$ cat src/hw/rtl/lpb_pkg.sv
// Shared types, constants and helpers for the long-press button detector.
// No dependencies; used by lpb_step and long_press_button_fsm.
package lpb_pkg;

  localparam int CNT_W  = 16;
  localparam int MODE_W = 2;
  localparam int CIDX_W = 2;

  localparam logic [CNT_W-1:0] CNT_MAX       = {CNT_W{1'b1}};
  localparam logic [CNT_W-1:0] DEBOUNCE_RST  = CNT_W'(5);
  localparam logic [CNT_W-1:0] READY_RST     = CNT_W'(200);
  localparam logic [CNT_W-1:0] EMERGENCY_RST = CNT_W'(500);

  typedef enum logic [CIDX_W-1:0] {
    CFG_DEBOUNCE  = 2'd0,
    CFG_READY     = 2'd1,
    CFG_EMERGENCY = 2'd2
  } cfg_idx_t;

  typedef enum logic [3:0] {
    MODE_IDLE      = 4'b0001,
    MODE_CHARGING  = 4'b0010,
    MODE_READY     = 4'b0100,
    MODE_EMERGENCY = 4'b1000
  } mode_t;

  localparam logic [MODE_W-1:0] CODE_IDLE      = 2'd0;
  localparam logic [MODE_W-1:0] CODE_CHARGING  = 2'd1;
  localparam logic [MODE_W-1:0] CODE_READY     = 2'd2;
  localparam logic [MODE_W-1:0] CODE_EMERGENCY = 2'd3;

  typedef struct packed {
    logic [CNT_W-1:0] debounce;
    logic [CNT_W-1:0] ready;
    logic [CNT_W-1:0] emergency;
  } cfg_t;

  typedef struct packed {
    logic             level;
    mode_t            mode;
    logic [CNT_W-1:0] hold;
    logic [CNT_W-1:0] since;
  } state_t;

  typedef struct packed {
    logic [MODE_W-1:0] mode;
    logic              ready_pulse;
    logic              emergency_pulse;
    logic              listen_done_pulse;
  } result_t;

  function automatic logic [MODE_W-1:0] mode_code(input mode_t m);
    logic [MODE_W-1:0] c;
    case (m)
      MODE_IDLE:      c = CODE_IDLE;
      MODE_CHARGING:  c = CODE_CHARGING;
      MODE_READY:     c = CODE_READY;
      MODE_EMERGENCY: c = CODE_EMERGENCY;
      default:        c = CODE_IDLE;
    endcase
    return c;
  endfunction

  function automatic logic [CNT_W-1:0] sat_inc(input logic [CNT_W-1:0] v);
    logic [CNT_W-1:0] r;
    r = (v == CNT_MAX) ? CNT_MAX : v + CNT_W'(1);
    return r;
  endfunction

endpackage

$ cat src/hw/rtl/lpb_step.sv
// One poll tick of the detector: next state and result word from current state.
// Depends on lpb_pkg.
module lpb_step (
  input  logic            pin,
  input  lpb_pkg::cfg_t   cfg,
  input  lpb_pkg::state_t cur,
  output lpb_pkg::state_t nxt,
  output lpb_pkg::result_t res
);
  import lpb_pkg::*;

  logic  rise;
  logic  fall;
  logic  rdy;
  logic  emg;
  logic  done;
  mode_t m;
  mode_t held;
  logic [CNT_W-1:0] h;
  logic [CNT_W-1:0] s;

  assign rise = pin & ~cur.level;
  assign fall = ~pin & cur.level;

  always_comb begin
    rdy  = 1'b0;
    emg  = 1'b0;
    done = 1'b0;
    m    = cur.mode;
    h    = sat_inc(cur.hold);
    s    = sat_inc(cur.since);

    if (rise && (s > cfg.debounce)) begin
      m = MODE_CHARGING;
      h = '0;
    end

    if (fall) begin
      s = '0;
      m = MODE_IDLE;
      if (cur.mode == MODE_EMERGENCY) begin
        emg = 1'b1;
      end else if ((cur.mode == MODE_CHARGING || cur.mode == MODE_READY) &&
                   (h >= cfg.ready)) begin
        done = 1'b1;
      end
    end

    held = m;
    if (pin) begin
      if (held == MODE_CHARGING && h >= cfg.ready) begin
        m   = MODE_READY;
        rdy = 1'b1;
      end
      if ((held == MODE_CHARGING || held == MODE_READY) && h >= cfg.emergency) begin
        m   = MODE_EMERGENCY;
        emg = 1'b1;
      end
    end

    nxt.level = pin;
    nxt.mode  = m;
    nxt.hold  = h;
    nxt.since = s;

    res.mode              = mode_code(m);
    res.ready_pulse       = rdy;
    res.emergency_pulse   = emg;
    res.listen_done_pulse = done;
  end

endmodule

$ cat src/hw/rtl/long_press_button_fsm.sv
// Long-press button detector: one sampled level in, one event word out per tick.
// Data path: the input word is accepted into the input register, and its result word is
//   loaded into the output register when the output register is empty or not stalled.
// Throughput: one word per cycle unless out_stall holds; each register holds one word.
// Reset: rst_n (sync, active low) restores default thresholds, idle mode, hold 0,
//   release counter saturated, and empties both registers.
// Depends on lpb_pkg and lpb_step.
module long_press_button_fsm (
  input  logic                      clk,
  input  logic                      rst_n,
  input  logic                      in_valid,
  output logic                      in_stall,
  input  logic                      in_pin_pressed,
  output logic                      out_valid,
  input  logic                      out_stall,
  output logic [1:0]                out_mode,
  output logic                      out_ready_pulse,
  output logic                      out_emergency_pulse,
  output logic                      out_listen_done_pulse,
  input  logic                      cfg_valid,
  output logic                      cfg_ready,
  input  logic [lpb_pkg::CIDX_W-1:0] cfg_index,
  input  logic [lpb_pkg::CNT_W-1:0]  cfg_data
);
  import lpb_pkg::*;

  cfg_t    cfg_r;
  state_t  st_r;
  state_t  st_nxt;
  result_t res_nxt;
  result_t out_r;
  logic    s1_valid_r;
  logic    s1_pin_r;
  logic    out_valid_r;
  logic    out_load;
  logic    s1_load;

  assign out_load  = s1_valid_r && (!out_valid_r || !out_stall);
  assign s1_load   = in_valid && !in_stall;
  assign in_stall  = s1_valid_r && !out_load;
  assign cfg_ready = 1'b1;

  lpb_step u_step (
    .pin (s1_pin_r),
    .cfg (cfg_r),
    .cur (st_r),
    .nxt (st_nxt),
    .res (res_nxt)
  );

  always_ff @(posedge clk) begin
    if (!rst_n) begin
      cfg_r.debounce  <= DEBOUNCE_RST;
      cfg_r.ready     <= READY_RST;
      cfg_r.emergency <= EMERGENCY_RST;
    end else if (cfg_valid && cfg_ready) begin
      case (cfg_index)
        CFG_DEBOUNCE:  cfg_r.debounce  <= cfg_data;
        CFG_READY:     cfg_r.ready     <= cfg_data;
        CFG_EMERGENCY: cfg_r.emergency <= cfg_data;
        default: ;
      endcase
    end
  end

  always_ff @(posedge clk) begin
    if (!rst_n) begin
      st_r.level  <= 1'b0;
      st_r.mode   <= MODE_IDLE;
      st_r.hold   <= '0;
      st_r.since  <= CNT_MAX;
      s1_valid_r  <= 1'b0;
      out_valid_r <= 1'b0;
    end else begin
      if (out_load) begin
        st_r <= st_nxt;
      end
      if (s1_load) begin
        s1_valid_r <= 1'b1;
      end else if (out_load) begin
        s1_valid_r <= 1'b0;
      end
      if (out_load) begin
        out_valid_r <= 1'b1;
      end else if (!out_stall) begin
        out_valid_r <= 1'b0;
      end
    end
  end

  always_ff @(posedge clk) begin
    if (s1_load) begin
      s1_pin_r <= in_pin_pressed;
    end
    if (out_load) begin
      out_r <= res_nxt;
    end
  end

  assign out_valid             = out_valid_r;
  assign out_mode              = out_r.mode;
  assign out_ready_pulse       = out_r.ready_pulse;
  assign out_emergency_pulse   = out_r.emergency_pulse;
  assign out_listen_done_pulse = out_r.listen_done_pulse;

endmodule
$ cat config.mk
export PLATFORM = sky130hd
export DESIGN_NAME = long_press_button_fsm
export DESIGN_NICKNAME = d
export VERILOG_FILES = /design/src/hw/rtl/lpb_pkg.sv /design/src/hw/rtl/lpb_step.sv /design/src/hw/rtl/long_press_button_fsm.sv
export SDC_FILE = /design/constraint.sdc
export NUM_CORES = 1
export LEC_CHECK = 0
export ABC_AREA = 1
export BUFFER_PORTS_ARGS = -buffer_cell sky130_fd_sc_hd__buf_4
export CAP_MARGIN = 20
export CORE_MARGIN = 3
export CORE_UTILIZATION = 44
export CTS_CLUSTER_SIZE = 12
export DETAILED_ROUTE_END_ITERATION = 10
export GPL_TIMING_DRIVEN = 0
export SLEW_MARGIN = 0
export SYNTH_ARGS = -nofsm -noshare
export SYNTH_HDL_FRONTEND = slang
export SYNTH_SLANG_ARGS = --single-unit
$ cat constraint.sdc
create_clock -name clk -period 11 [get_ports clk]
set_clock_uncertainty 0.15 [all_clocks]
set_input_delay 0.55 -clock clk [delete_from_list [all_inputs] [get_ports clk]]
set_output_delay 0.55 -clock clk [all_outputs]
set_load 0.005 [all_outputs]
==> results_dict.tcl <==
set metrics [dict create \
    status "finished clean" \
    cts_buffers 9 \
    crit_path_start_kind "register" \
    multiInputGateArea_um2 2900 \
    track_usage_pct 20.37 \
    cts.sinks 93 \
    vias 4727 \
    die_w_um 116.7 \
    cellPowerDensity_nw_per_um2 152.1 \
    ys_ff_latch 93 \
    drv_slew 0 \
    final_nets 835 \
    path_clk_slew_ps 60 \
    cp.required_ps 10950 \
    drtAntennaViolNets 0 \
    worstSetupPathType "register to register" \
    swShare_pct 29.04 \
    postSynthCellCount 720 \
    avgViaCountPerCell 5.200 \
    period_share_pct 46.39 \
    synth_area_per_cell_um2 7.495 \
    cts_resized 0 \
    clock_latency_ps 350 \
    hold_class "input pin to register" \
    dp.cells 893 \
    placed_cell_area_um2 5801 \
    intPower_mw 0.6626 \
    drv_cap 0 \
    cts-root-buf "clkbuf_16" \
    drive_above_1_share_pct 11.10 \
    p_seq_share_pct 40.3 \
    critPathMaxStageDelay_ps 370 \
    io_pins 32 \
    post-dp-hpwl_mm 10.49 \
    synth_fp_nets 794 \
    vdd_drop_max_uv 113.7 \
    synthesis.area_um2 5396 \
    regArea_um2 1922 \
    switching_power_mw 0.2711 \
    fin_tns_setup_ps 0 \
    antenna_cells 0 \
    grt_first_pass_wirelength_mm 21.78 \
    yosysWarnings 0 \
    core_um2 11710 \
    drt_iter0_drc 257 \
    die-area_um2 13630 \
    fmax_mhz 196.0 \
    gp_congestion 0.8173 \
    drc 0 \
    p_clk_share_pct 37.1 \
    fp-row-count 39 \
    clockBufferDepth 2 \
    grt_start_max_net_pins 15 \
    ys_seq_area_share_pct 35.61 \
    antenna_found_initial 0 \
    cp.arrival_ps 5060 \
    cts_tree "built" \
    setup_viol 0 \
    first_pass_iters 5 \
    tightest_slew_ps 804.5 \
    die_y_um 116.7 \
    cts-htree-levels 3 \
    power_frac_comb_pct 22.6 \
    nFillCells 1135 \
    endpoint_kind "register" \
    ctsHoldBuffers 0 \
    critPathMaxFanout 10 \
    grt_pass1_vias 4550 \
    crit_slowest_cell "dfxtp_1" \
    cts_setup_buffers 0 \
    wl_mm 13.03 \
    final_cells 909 \
    grt.overflow.total 0 \
    wire_per_inst_um 14.33 \
    slew_headroom_pct 46.37 \
    synth_cell_types 40 \
    area_growth_pct 13.73 \
    finalInstanceArea_um2 6137 \
    p_leak_nw 2.886 \
    rsz0062_at_grt "false" \
    hold_viol 0 \
    portBuffers 30 \
    cpMostUsedCell "nand2_1" \
    fin_crit_ps 5103 \
    initial_utilization_pct 46.08 \
]
## final timing paths
path | start | to | slack [ps] | depth (start not counted)
setup / recovery | st_r[1] | out_mode[1] | 5900 | 33
hold / removal | in_pin_pressed | s1_pin_r | 230 | 1
setup reg to reg | st_r[1] | out_mode[1] | 5900 | 33
hold reg to reg | cfg_r[38] | cfg_r[38] | 320 | 2
## Yosys cell counts, drive strengths merged
master  instances  area share, %
inv           118            8.2
a211oi          1           0.14
nand2         108            7.7
nor3b           1           0.35
a21oi          96            9.0
xor2           14            2.3
o21ai          89            8.3
xnor2           5           0.81
dfxtp          87             32
edfxtp          6            3.3
o31ai           1           0.14
ha             50             12
nor2           39            3.2
a21o            2           0.28
buf             7           0.90
a22oi           5           0.70
or2             3           0.35
o211ai         14            1.9
clkbuf         22            1.5
nand3          33            4.1
conb            1          0.069
nand4           4           0.46
o21a            1           0.16
nor4            4           0.58
nor3            9            1.6
## area by class of cell
class                   instances  share of cell area [%]
clock buffers                  13                   4.424
flip-flops and latches         93                   31.31
multi-input cells             480                   47.26
repair buffers                 30                   3.670
inverters                     118                   7.217
well taps                     143                   2.915
plain buffers                  29                   2.141
clock inverters                 3                   1.060
## worst max-delay path: cells and delay by family, from the launching register on
family,cells,cell delay (ps)
AND/OR/NAND/NOR,21,2390
flip-flops,1,370
adder cells (fa/ha/maj),3,720
AO/OA/AOI/OAI,5,590
buffers and inverters,4,620
## routing by layer
metal	track usage [%]	vias up	wire, um
met4	4.128	0	112
met5	0	-	0
met2	37.43	65	6590
met1	24.49	2196	5924
li1	-	2456	-
met3	4.197	10	401
## cell families after synthesis
logic type	Yosys count	share of synthesized area, %
buf+inv	147	10.64
xor+xnor	19	3.084
flops	93	35.61
simple gates	201	18.27
compound gates	209	20.73
fa+ha+maj	50	11.59
other cells	1	0.06949
## power groups by stage
stage	clock network [mW]	logic, mW	registers, mW
global route	0.364	0.243	0.379
floorplan	0	0.156	0.381
global placement	0	0.204	0.383
detailed placement	0	0.211	0.384
finish	0.346	0.211	0.376
CTS	0.351	0.213	0.376
## metrics by stage
step / utilization [%] / setup slack [ps] / hold slack [ps] / power, mW
2_1_floorplan: - / 6690 / 285.3 / 0.5369
3_3_place_gp: 49.53 / 5873 / 305.3 / 0.5873
3_5_place_dp: 49.53 / 5862 / 310.7 / 0.5952
4_1_cts: 52.40 / 5840 / 221.4 / 0.9406
5_1_grt: 52.40 / 5346 / 219.2 / 0.9860
6_report: 52.40 / 5898 / 231.3 / 0.9337
## sequential cells by signal, summed over array words and instances (netlist names)
name and flops:
cfg_r 48, out_emergency_pulse 1, out_listen_done_pulse 1, out_mode 2, out_ready_pulse 1, out_valid 1, s1_pin_r 1, s1_valid_r 1
st_r 37
## layout by cell type (no fill, tap or decap), types with 6 or more instances in the layout
| cell | Yosys | layout |
|---|---|---|
| nand2_1 | 105 | 105 |
| inv_1 | 115 | 115 |
| clkbuf_1 | 22 | 24 |
| a21oi_1 | 94 | 94 |
| clkbuf_16 | 0 | 10 |
| o21ai_1 | 23 | 23 |
| edfxtp_1 | 6 | 6 |
| dfxtp_1 | 87 | 87 |
| buf_4 | 3 | 33 |
| o211ai_1 | 14 | 14 |
| ha_1 | 50 | 50 |
| nand3_2 | 6 | 6 |
| nand3_1 | 25 | 25 |
| nor2_1 | 33 | 33 |
| xor2_1 | 14 | 14 |
| o21ai_0 | 65 | 65 |
Power figures use the tool's default switching activity.
